## config.mk

```make
export PLATFORM = sky130hd
export DESIGN_NAME = sawc_front_flat
export DESIGN_NICKNAME = d
export VERILOG_FILES = /design/src/design/sawc_pkg.sv /design/src/design/sawc_in_if.sv /design/src/design/sawc_front.sv /design/src/flat_wrapper.sv
export SDC_FILE = /design/constraint.sdc
export NUM_CORES = 1
export LEC_CHECK = 0
export ABC_AREA = 1
export ABC_CLOCK_PERIOD_IN_PS = 4900
export BUFFER_PORTS_ARGS = -buffer_cell sky130_fd_sc_hd__buf_2
export CORE_MARGIN = 2
export CORE_UTILIZATION = 40
export DETAILED_ROUTE_END_ITERATION = 8
export GPL_TIMING_DRIVEN = 0
export PLACE_DENSITY = 0.61
export SETUP_SLACK_MARGIN = 0.5
export SKIP_LAST_GASP = 1
export SLEW_MARGIN = 20
export SYNTH_ARGS = -nofsm -noshare
export SYNTH_HDL_FRONTEND = slang
export SYNTH_SLANG_ARGS = --single-unit
```

## constraint.sdc

```tcl
create_clock -name clk -period 4.9 [get_ports clk]
set_input_delay 0.245 -clock clk [delete_from_list [all_inputs] [get_ports clk]]
set_output_delay 0.245 -clock clk [all_outputs]
set_load 0.01 [all_outputs]
```

## src/design/sawc_pkg.sv

```systemverilog
// ----------------------------------------------------------------------------
// sawc_pkg: shared constants and types of the set-associative cache
// Geometry, opcodes, the classified item that passes from front to back,
// and the status groups that the top level watches.
// ----------------------------------------------------------------------------
`default_nettype none

package sawc_pkg;

  localparam int SET_COUNT = 16;
  localparam int WAY_COUNT = 4;
  localparam int MEM_WORDS = 1024;

  localparam int ADDR_W  = 12;
  localparam int LANE_W  = 2;
  localparam int WADDR_W = ADDR_W - LANE_W;
  localparam int SET_W   = $clog2(SET_COUNT);
  localparam int TAG_W   = WADDR_W - SET_W;
  localparam int MEM_AW  = $clog2(MEM_WORDS);
  localparam int WORD_W  = 32;
  localparam int BYTE_W  = 8;
  localparam int AGE_W   = 2;
  localparam int WAY_W   = 2;
  localparam int CNT_W   = 32;

  localparam int QDEPTH = 2;
  localparam int QPTR_W = 1;
  localparam int QCNT_W = 2;

  localparam logic [1:0] OP_READ    = 2'd0;
  localparam logic [1:0] OP_WRITE   = 2'd1;
  localparam logic [1:0] OP_PRELOAD = 2'd2;

  typedef enum logic [3:0] {
    KIND_READ    = 4'b0001,
    KIND_WRITE   = 4'b0010,
    KIND_PRELOAD = 4'b0100,
    KIND_NOP     = 4'b1000
  } kind_t;

  typedef struct packed {
    kind_t               kind;
    logic [ADDR_W-1:0]   address;
    logic [BYTE_W-1:0]   write_byte;
    logic [WORD_W-1:0]   preload_word;
  } item_t;

  typedef struct packed {
    logic [TAG_W-1:0]  tag;
    logic [WORD_W-1:0] word;
  } line_t;

  typedef struct packed {
    logic [QCNT_W-1:0] count;
  } front_stat_t;

  typedef struct packed {
    logic idle;
    logic lookup;
  } back_stat_t;

endpackage

`default_nettype wire

```

## src/design/sawc_in_if.sv

```systemverilog
// ----------------------------------------------------------------------------
// sawc_in_if: request channel of the cache
// Valid/ready channel carrying one access or preload request per beat.
// ----------------------------------------------------------------------------
`default_nettype none

interface sawc_in_if;
  logic        valid;
  logic        ready;
  logic [1:0]  opcode;
  logic [11:0] address;
  logic [7:0]  write_byte;
  logic [31:0] preload_word;

  modport source (output valid, output opcode, output address, output write_byte,
                  output preload_word, input ready);
  modport sink (input valid, input opcode, input address, input write_byte,
                input preload_word, output ready);
endinterface

`default_nettype wire

```

## src/design/sawc_front.sv

```systemverilog
// ----------------------------------------------------------------------------
// sawc_front: request intake and classification
// Decodes each request beat into an item kind and holds it in a short queue.
// ----------------------------------------------------------------------------
`default_nettype none

module sawc_front (
  input  wire logic          clk,
  input  wire logic          rst_n,
  sawc_in_if.sink            in_ch,
  input  wire logic          q_pop,
  output logic               q_valid,
  output sawc_pkg::item_t    q_head,
  output sawc_pkg::front_stat_t stat
);

  sawc_pkg::item_t                   q_r [sawc_pkg::QDEPTH];
  logic [sawc_pkg::QPTR_W-1:0]       wr_ptr_r, wr_ptr_nxt;
  logic [sawc_pkg::QPTR_W-1:0]       rd_ptr_r, rd_ptr_nxt;
  logic [sawc_pkg::QCNT_W-1:0]       cnt_r, cnt_nxt;
  sawc_pkg::item_t                   item_in;
  logic                              push;

  always_comb begin
    item_in.address      = in_ch.address;
    item_in.write_byte   = in_ch.write_byte;
    item_in.preload_word = in_ch.preload_word;
    unique case (in_ch.opcode)
      sawc_pkg::OP_READ:    item_in.kind = sawc_pkg::KIND_READ;
      sawc_pkg::OP_WRITE:   item_in.kind = sawc_pkg::KIND_WRITE;
      sawc_pkg::OP_PRELOAD: item_in.kind = sawc_pkg::KIND_PRELOAD;
      default:              item_in.kind = sawc_pkg::KIND_NOP;
    endcase
  end

  assign in_ch.ready = (cnt_r != sawc_pkg::QCNT_W'(sawc_pkg::QDEPTH));
  assign push        = in_ch.valid && in_ch.ready;
  assign q_valid     = (cnt_r != '0);
  assign q_head      = q_r[rd_ptr_r];
  assign stat.count  = cnt_r;

  always_comb begin
    wr_ptr_nxt = push  ? wr_ptr_r + 1'b1 : wr_ptr_r;
    rd_ptr_nxt = q_pop ? rd_ptr_r + 1'b1 : rd_ptr_r;
    cnt_nxt    = cnt_r;
    if (push && !q_pop) begin
      cnt_nxt = cnt_r + 1'b1;
    end else if (!push && q_pop) begin
      cnt_nxt = cnt_r - 1'b1;
    end
  end

  always_ff @(posedge clk) begin
    if (push) begin
      q_r[wr_ptr_r] <= item_in;
    end
  end

  always_ff @(posedge clk) begin
    if (!rst_n) begin
      wr_ptr_r <= '0;
      rd_ptr_r <= '0;
      cnt_r    <= '0;
    end else begin
      wr_ptr_r <= wr_ptr_nxt;
      rd_ptr_r <= rd_ptr_nxt;
      cnt_r    <= cnt_nxt;
    end
  end

endmodule

`default_nettype wire

```

## src/flat_wrapper.sv

```systemverilog
// flat-port wrapper written by rule: the top's interface ports become plain ports
module sawc_front_flat 
  (clk, rst_n, q_pop, q_valid, q_head, stat, in_ch_valid, in_ch_opcode, in_ch_address, in_ch_write_byte, in_ch_preload_word, in_ch_ready);
  sawc_in_if in_ch_i ();
  input  wire logic clk;
  input  wire logic rst_n;
  input  wire logic q_pop;
  output logic q_valid;
  output sawc_pkg::item_t q_head;
  output sawc_pkg::front_stat_t stat;
  input wire logic [$bits(in_ch_i.valid)-1:0] in_ch_valid;
  input wire logic [$bits(in_ch_i.opcode)-1:0] in_ch_opcode;
  input wire logic [$bits(in_ch_i.address)-1:0] in_ch_address;
  input wire logic [$bits(in_ch_i.write_byte)-1:0] in_ch_write_byte;
  input wire logic [$bits(in_ch_i.preload_word)-1:0] in_ch_preload_word;
  output wire logic [$bits(in_ch_i.ready)-1:0] in_ch_ready;
  assign in_ch_i.valid = in_ch_valid;
  assign in_ch_i.opcode = in_ch_opcode;
  assign in_ch_i.address = in_ch_address;
  assign in_ch_i.write_byte = in_ch_write_byte;
  assign in_ch_i.preload_word = in_ch_preload_word;
  assign in_ch_ready = in_ch_i.ready;
  sawc_front u_core (.clk(clk), .rst_n(rst_n), .in_ch(in_ch_i), .q_pop(q_pop), .q_valid(q_valid), .q_head(q_head), .stat(stat));
endmodule
```

==> flow_metrics.env, run 1 <==
export IMPL_outcome="completed"
export IMPL_cts_tree="done"
export IMPL_rsz0062_at_grt="false"
export IMPL_fp_coreArea_sq_um=10900
export IMPL_hold_path_class="in -> reg"
export IMPL_yosysSeqAreaShare_pct=77.6
export IMPL_numCtsBuffers=17
export IMPL_clock_sinks=117
export IMPL_synthArstFlopShare_pct=0
export IMPL_skew_ps=13.2
export IMPL_synth_cell_types=14
export IMPL_cp_max_fo=10
export IMPL_grt_pass1_vias=2622
export IMPL_place_hpwl_um=5170
export IMPL_clk_pin_slew_ps=60
export IMPL_drtAntennaViolNets=0
export IMPL_ys_flop_type="edfxtp_1"
export IMPL_r2r_start="u_core.stat[0]$_SDFFE_PN0P_"
export IMPL_num_io_pins=118
export IMPL_row_count=38
export IMPL_post_cts_buffers=0
export IMPL_period_needed_ps=1910
export IMPL_hold_viol_final=0
export IMPL_antenna_found_initial=0
export IMPL_root_buffer="clkbuf_8"
export IMPL_ys_ff_latch=117
export IMPL_tightest_slew_ps=546
export IMPL_holdPathEnd="u_core.q_r[1][54]$_DFFE_PP_"
export IMPL_p_per_area_nw_per_um2=425
export IMPL_r2r_cells=5
export IMPL_min_from="in_ch_opcode[0]"
export IMPL_cpPeakStageDelay_ps=330
export IMPL_yosysMostFrequentCell="edfxtp_1"
export IMPL_synth_edf_count=112
export IMPL_slowest_stage="dfxtp_1"
export IMPL_num_antenna_cells=0
export IMPL_gp_congestion=0.738
export IMPL_synth_top_area_share_pct=75.3
export IMPL_cp_end_kind="primary output"
export IMPL_synth_area_top_cells="edfxtp_1 (75%), mux2_4 (13%), mux2_2 (4.0%)"
export IMPL_drc=0
export IMPL_synthesis_area_sq_um=4460
export IMPL_slew_headroom_pct=63.5
export IMPL_holdPathStages=2
export IMPL_clock_latency_ps=510
export IMPL_critical_path_class="reg -> out"
export IMPL_required_ps=4660
export IMPL_cpMostUsedCell="buf_6"
export IMPL_yosysWarnings=0
export IMPL_area_growth_pct=44.2
export IMPL_maxCapViolCount=0
export IMPL_wl_per_cell_um=14.2
export IMPL_layout_setup_ws_ps=2990
export IMPL_drt_iter0_markers=69
export IMPL_synthTopCellsByCount="edfxtp_1 (112), mux2_4 (40), mux2_2 (16), inv_1 (11), nor2_1 (11)"
export IMPL_final_nets=470
export IMPL_viasPerCell=4.44
export IMPL_dpl_cell_area_sq_um=5340
export IMPL_grt_ovfl_total=0
export IMPL_yosysTopAreaCell="edfxtp_1"
export IMPL_dieArea_sq_um=12000
export IMPL_dp_cells=478
export IMPL_whs_ps=66.3
export IMPL_htreeDepth=4
export IMPL_ir_drop_mv=0.186
export IMPL_critPathArrivalTime_ps=1670
export IMPL_max_freq_ghz=0.522
export IMPL_drive_gt1_share_pct=50.0
export IMPL_totalWireLength_um=7990
export IMPL_setup_viol=0
export IMPL_syn_num_nets=276
export IMPL_r2r_end="u_core.q_r[1][6]$_DFFE_PP_"
export IMPL_fin_cells=564
export IMPL_fin_area_sq_um=6440
export IMPL_period_share_pct=39.1
export IMPL_firstDrtPassIters=4
export IMPL_grtUsageTotal_pct=14.2
export IMPL_clk_path_buf_depth=2
export IMPL_path_cells="buf_6 -> buf_6 -> mux2_4 -> buf_2"
export IMPL_syn_inst=217
export IMPL_die_y_um=110
export IMPL_rrSetupSlack_ps=3170
export IMPL_route_vias_total=2506
export IMPL_p_leak_nw=2.60
export IMPL_fp_dieW_um=110
export IMPL_syn_avg_cell_area_sq_um=20.6
export IMPL_floorplan_initialDensity_pct=41.0
export IMPL_grt_start_max_net_pins=23
export IMPL_port_buffers=117
export IMPL_post_place_ws_ps=3140
export IMPL_finalMaxSlewViolations=0
export IMPL_cp_start_kind="flip-flop"
export IMPL_grt_pass1_wl_um=12400
## sequential cells by signal, summed over array words and instances, names as in the netlist, named ones only
name and cells:
u_core.wr_ptr_r 1, u_core.q_r 112, u_core.rd_ptr_r 1, u_core.stat 2
## placed cells by master (no fill, tap or decap)
| cell | count |
|---|---|
| buf_2 | 118 |
| edfxtp_1 | 112 |
| dlygate4sd3_1 | 54 |
| mux2_4 | 40 |
| mux2_2 | 16 |
| clkbuf_16 | 16 |
| inv_1 | 11 |
| nand2_1 | 10 |
| nor2_1 | 9 |
| buf_6 | 5 |
| dfxtp_1 | 5 |
| clkinv_2 | 5 |
| clkbuf_1 | 4 |
| bufinv_16 | 3 |
| nor2_4 | 2 |
| o21ai_0 | 2 |
| clkinvlp_4 | 2 |
| buf_16 | 2 |
| buf_12 | 2 |
| a21oi_1 | 1 |
| nand3_1 | 1 |
| nand4_1 | 1 |
| ha_1 | 1 |
| clkbuf_8 | 1 |
| clkinv_1 | 1 |
## report_power, final
part	leakage (nW)	internal, mW	switching (mW)
clock	0.273	0.766	0.405
sequential	1.09	1.19	0.0209
combinational	1.24	0.187	0.166
total	2.60	2.14	0.592
## worst max-delay path: cells and delay by family (launching register included)
kind | cells | cell delay (ps)
buffers and inverters | 3 | 510
DFF | 1 | 330
muxes | 1 | 320
## cell families after synthesis
group | after synthesis | share of synthesized area [%]
buffers and inverters | 17 | 2.30
multiplexers | 56 | 17.5
adder cells (fa/ha/maj) | 1 | 0.280
flip-flops | 117 | 77.6
AND/OR/NAND/NOR | 23 | 2.02
AO/OA/AOI/OAI | 3 | 0.336
## metrics by stage
step	power [mW]	utilization (%)	setup TNS, ps
2_1_floorplan	1.42	-	0
3_3_place_gp	1.54	48.0	-3820
3_5_place_dp	1.56	49.0	0
4_1_cts	2.77	59.1	0
5_1_grt	2.85	59.1	0
6_report	2.74	59.1	0
## repair_timing
action	4_1_cts	5_1_grt
endpoints found under the hold margin	108	0
hold buffers	54	0
setup endpoints to repair	0	0
gates resized for setup	0	0
## final cells by class
class	count	area (sq um)
fillers	835	4450
flip-flops and latches	117	3460
repair buffers	175	1220
multi-input cells	83	913
clock buffers	21	429
well taps	140	175
clock inverters	11	134
plain buffers	6	61.3
inverters	11	41.3
## how the worst max path moves through the flow
| stage | to | cells after the start |
|---|---|---|
| finish | q_head[26] | 4 |
| detailed placement | u_core.q_r[1][3]$_DFFE_PP_ | 5 |
| floorplan | u_core.q_r[0][0]$_DFFE_PP_ | 4 |
| CTS | q_head[4] | 4 |
| global placement | u_core.q_r[1][14]$_DFFE_PP_ | 4 |
| global route | q_head[11] | 4 |
## layer usage
layer	vias to the layer above	wire (um)	global-route usage [%]
met5	-	0	0
met4	0	120	6.06
met3	10	481	5.75
met2	81	4120	23.5
met1	1199	3260	16.4
li1	1216	-	-
(Power assumes the default switching activity.)
==> run 2, diff against run 1 <==
Settings changed: ABC_CLOCK_PERIOD_IN_PS 4900 to 1700, PLACE_DENSITY 0.61 to 0.64.
Clock period 4.9 ns to 1.7 ns, I/O delays scaled along.
==> run 2 against run 1 <==
  * The flow now finishes with violations (negative setup slack)
  * Total power grew to 3.0 times the previous value
  * Design area rose by 19%
  * Clock-buffer cell count grew 1
  * Sequential share of layout area down 8.4 points
  * Flip-flop and latch count stayed put
  * Worst hold slack improved by 120 ps
  * Core utilization is 11 points higher
  * Cell count grew 9.6%
  * First-iteration DRC count up 28%
  * Combinational power grew to 5.1 times the previous value
  * Setup slack worse by 3000 ps
  * Critical path type unchanged
  * Highest routed layer unchanged
==> flow_metrics.env, run 2 (same netlist as run 1, synthesis figures left out) <==
export IMPL_largest_reg_flops=112
export IMPL_critPathArrivalTime_ps=1630
export IMPL_rsz0062_at_grt="true"
export IMPL_fp_coreArea_sq_um=10900
export IMPL_viasPerCell=4.60
export IMPL_route_vias_total=2841
export IMPL_htreeDepth=4
export IMPL_floorplan_initialDensity_pct=41.0
export IMPL_ir_drop_mv=0.754
export IMPL_final_common_cell="edfxtp_1"
export IMPL_firstDrtPassIters=4
export IMPL_port_buffers=117
export IMPL_antenna_found_initial=0
export IMPL_cp_end_kind="primary output"
export IMPL_numCtsBuffers=17
export IMPL_grt_pass1_vias=2905
export IMPL_grt_pass1_wl_um=14800
export IMPL_regMostFlops="u_core.q_r"
export IMPL_p_leak_nw=3.15
export IMPL_met2_usage_pct=29.3
export IMPL_grt_util_met3_pct=5.99
export IMPL_finalMaxSlewViolations=0
export IMPL_num_io_pins=118
export IMPL_dieArea_sq_um=12000
export IMPL_place_hpwl_um=5060
export IMPL_cp_max_fo=10
export IMPL_maxCapViolCount=0
export IMPL_use_met1_pct=20.3
export IMPL_p_per_area_nw_per_um2=1090
export IMPL_clock_latency_ps=510
export IMPL_drt_iter0_markers=88
export IMPL_fp_dieW_um=110
export IMPL_path_cells="buf_12 -> buf_12 -> mux2_4 -> buf_2"
export IMPL_period_share_pct=101
export IMPL_setup_viol=34
export IMPL_totalWireLength_um=10400
export IMPL_cp_start_kind="flip-flop"
export IMPL_root_buffer="clkbuf_8"
export IMPL_cts_tree="done"
export IMPL_critical_path_class="reg -> out"
export IMPL_clk_pin_slew_ps=60
export IMPL_wl_per_cell_um=16.8
export IMPL_busiest_layer="met2"
export IMPL_row_count=38
export IMPL_period_needed_ps=1720
export IMPL_num_antenna_cells=0
export IMPL_hold_path_class="in -> reg"
export IMPL_drive_gt1_share_pct=57.5
export IMPL_violations="negative setup slack"
export IMPL_tns_ps=-268
export IMPL_grtUsageTotal_pct=17.2
export IMPL_cpMostUsedCell="buf_12"
export IMPL_outcome="finished, violations left"
export IMPL_final_nets=526
export IMPL_gp_congestion=0.716
export IMPL_grt_start_max_net_pins=17
export IMPL_slew_headroom_pct=80.7
export IMPL_tightest_slew_ps=290
export IMPL_grt_ovfl_total=0
export IMPL_slowest_stage="dfxtp_4"
export IMPL_layout_setup_ws_ps=-19.6
export IMPL_drtAntennaViolNets=0
export IMPL_clock_sinks=117
export IMPL_power_mw=8.34
export IMPL_drc=0
export IMPL_hold_viol_final=0
export IMPL_clk_path_buf_depth=2
export IMPL_cpPeakStageDelay_ps=390
export IMPL_skew_ps=16.5
export IMPL_mostFrequentLayoutCells="edfxtp_1 (112), buf_2 (91), dlygate4sd3_1 (57)"
export IMPL_area_growth_pct=71.2
export IMPL_max_freq_ghz=0.582
export IMPL_required_ps=1620
export IMPL_die_y_um=110
-- run 2: path summary, 6_finish.rpt --
kind | startpoint | endpoint | slack, ps | cells past startpoint
worst max-delay path | flip-flop | q_head[13] | -20 | 4
worst min register to register | u_core.wr_ptr_r$_SDFFE_PN0N_ | u_core.wr_ptr_r$_SDFFE_PN0N_ | 550 | 2
worst max register to register | u_core.stat[0]$_SDFFE_PN0P_ | u_core.q_r[0][13]$_DFFE_PP_ | 140 | 8
worst min-delay path | in_ch_valid | u_core.wr_ptr_r$_SDFFE_PN0N_ | 190 | 6
-- run 2: metal layers --
layer  wire length [um]  part of all wire [%]
met5                  0                     0
met4                169                   1.6
met3                457                   4.4
met2               5610                    54
met1               4160                    40
-- run 2: final cells by class --
class,count,area (sq um)
Buffer,6,115
Tap cell,140,175
Multi-Input combinational cell,83,1010
Timing Repair Buffer,231,2330
Clock inverter,8,61.3
Clock buffer,22,433
Sequential cell,117,3470
Inverter,11,46.3
Fill cell,687,3240
-- run 2: worst max-delay path: cells and delay by family, from the launching register on --
family	cells	cell delay [ps]
buffers and inverters	3	430
DFF	1	390
muxes	1	300
-- run 2: per-stage QoR --
stage,cells,setup slack (ps),cell area [sq um],utilization (%),hold slack (ps)
finish,618,-19.6,7640,70.2,185
detailed placement,478,3.54,5380,49.4,276
floorplan,217,-130,4510,-,184
CTS,605,-30.0,7360,67.6,53.0
global placement,474,-582,5270,48.4,272
global route,618,-81.5,7640,70.2,222
-- run 2: repair_timing --
| item | in CTS | in global routing |
|---|---|---|
| buffers inserted | 28 | 10 |
| hold buffers | 57 | 0 |
| resized for setup | 72 | 32 |
| setup endpoints to repair | 172 | 173 |
| pin swaps | 2 | 9 |
| gates cloned | 12 | 3 |
| endpoints found under the hold margin | 117 | 0 |
-- run 2: power by group --
group          internal (mW)  switching (mW)
clock                   1.89            1.13
combinational           1.13           0.682
sequential              3.44          0.0728
==> run 3, diff against run 2 <==
Settings changed: PLACE_DENSITY 0.64 to 0.75.
==> run 3 against run 2 <==
  * The run still ends with negative setup slack left
  * Die area unchanged
  * Non-clock buffer count shrank 14
  * Cell count is 1.9% lower
  * Highest routed layer unchanged
  * Setup slack improved by 9.4 ps
  * Register-to-register slack better by 140 ps
  * Worst hold slack got worse by 120 ps
  * Sequential power is essentially flat
  * Design area is 5.5% lower
  * Largest power group unchanged
  * Maximum frequency is 0.55% higher
  * Global-route usage fell by 0.68 points
==> flow_metrics.env, run 3 (same netlist as run 1, synthesis figures left out) <==
export IMPL_dpl_cell_area_sq_um=5400
export IMPL_violations="negative setup slack"
export IMPL_fp_dieW_um=110
export IMPL_die_y_um=110
export IMPL_route_vias_total=2745
export IMPL_num_antenna_cells=0
export IMPL_drt_iter0_markers=107
export IMPL_htreeDepth=4
export IMPL_cp_start_kind="flip-flop"
export IMPL_critPathArrivalTime_ps=1630
export IMPL_p_leak_nw=2.96
export IMPL_slew_headroom_pct=80.4
export IMPL_num_io_pins=118
export IMPL_post_place_ws_ps=16.9
export IMPL_numCtsBuffers=17
export IMPL_final_common_cell="buf_2"
export IMPL_clk_path_buf_depth=2
export IMPL_area_growth_pct=61.8
export IMPL_cpPeakStageDelay_ps=370
export IMPL_period_needed_ps=1710
export IMPL_path_cells="buf_12 -> buf_4 -> mux2_2 -> buf_2"
export IMPL_tightest_slew_ps=294
export IMPL_clock_latency_ps=520
export IMPL_drtAntennaViolNets=0
export IMPL_hold_path_class="in -> reg"
export IMPL_totalWireLength_um=9420
export IMPL_rsz0062_at_grt="true"
export IMPL_skew_ps=10.9
export IMPL_setup_viol=16
export IMPL_maxCapViolCount=0
export IMPL_finalMaxSlewViolations=0
export IMPL_firstDrtPassIters=4
export IMPL_required_ps=1620
export IMPL_mostFrequentLayoutCells="buf_2 (113), edfxtp_1 (112), dlygate4sd3_1 (57)"
export IMPL_clock_sinks=117
export IMPL_port_buffers=117
export IMPL_largest_reg_flops=112
export IMPL_cts_tree="done"
export IMPL_ir_drop_mv=0.772
export IMPL_cp_end_kind="primary output"
export IMPL_fp_coreArea_sq_um=10900
export IMPL_drc=0
export IMPL_grt_pass1_wl_um=14400
export IMPL_dieArea_sq_um=12000
export IMPL_grtUsageTotal_pct=16.6
export IMPL_layout_setup_ws_ps=-10.2
export IMPL_clk_pin_slew_ps=60
export IMPL_gp_congestion=0.701
export IMPL_grt_pass1_vias=2967
export IMPL_slowest_stage="dfxtp_4"
export IMPL_grt_ovfl_total=0
export IMPL_critical_path_class="reg -> out"
export IMPL_final_nets=512
export IMPL_cp_top_family="buffers and inverters"
export IMPL_fin_area_sq_um=7220
export IMPL_grt_start_max_net_pins=17
export IMPL_outcome="finished, violations left"
export IMPL_viasPerCell=4.53
export IMPL_antenna_found_initial=0
export IMPL_drive_gt1_share_pct=56.7
export IMPL_floorplan_initialDensity_pct=41.0
export IMPL_regMostFlops="u_core.q_r"
export IMPL_cp_max_fo=5
export IMPL_p_per_area_nw_per_um2=1160
export IMPL_max_freq_ghz=0.585
export IMPL_wl_per_cell_um=15.5
export IMPL_period_share_pct=101
export IMPL_hold_viol_final=0
export IMPL_place_hpwl_um=5300
export IMPL_path_buf_inv=3
export IMPL_row_count=38
export IMPL_root_buffer="clkbuf_8"
==> run 3: per-stage QoR <==
stage          hold WS [ps]  setup TNS [ps]  power (mW)  util (%)  instances
6_report               66.8           -63.9        8.39      66.4        606
5_1_grt                52.8           -3160        8.76      66.4        606
4_1_cts                66.4           -1810        8.34      64.8        599
3_5_place_dp            276               0        4.53      49.6        479
3_3_place_gp            273          -61650        4.43      48.4        474
2_1_floorplan           184          -13340        4.10         -        217
==> run 3: path summary, 6_finish.rpt <==
check                          startpoint  slack [ps]  cells past startpoint                      endpoint
max                             flip-flop         -10                      4                    q_head[31]
min                           in_ch_valid          70                      5  u_core.wr_ptr_r$_SDFFE_PN0N_
max reg2reg   u_core.stat[0]$_SDFFE_PN0P_         280                      7    u_core.q_r[0][2]$_DFFE_PP_
min reg2reg  u_core.rd_ptr_r$_SDFFE_PN0P_         530                      2  u_core.rd_ptr_r$_SDFFE_PN0P_
==> run 3: layout make-up <==
type                       instances  area, sq um
fill                             728         3660
timing repair buffer             217         1900
buffer                             6          111
tap                              140          175
sequential                       117         3470
multi-input combinational         83          956
clock inverter                    12          136
clock buffer                      20          425
inverter                          11         46.3
==> run 3: what timing repair did <==
item	in CTS	in global routing
cloned	7	2
buffers inserted	24	5
hold buffers	57	0
hold endpoints to repair	117	0
pin swaps	4	4
resized for setup	38	21
endpoints found under the setup margin	172	173
==> run 3: tightest hold or removal path, cell delays in order <==
cell and delay (ps):
buf_2 120, nand2_4 90, buf_6 110, o21ai_0 60, nor2_1 70
==> run 3: power by group <==
group / switching [mW] / internal (mW) / total, mW
Combinational: 0.599 / 0.893 / 1.49
Clock: 1.19 / 2.20 / 3.39
Sequential: 0.0701 / 3.44 / 3.51
Total: 1.86 / 6.53 / 8.39
==> run 3: metal layers <==
metal,vias up,wire (um),track usage (%)
met4,0,134,6.96
met5,-,0,0
met2,94,4840,27.9
met3,15,576,6.11
li1,1307,-,-
met1,1329,3860,19.0
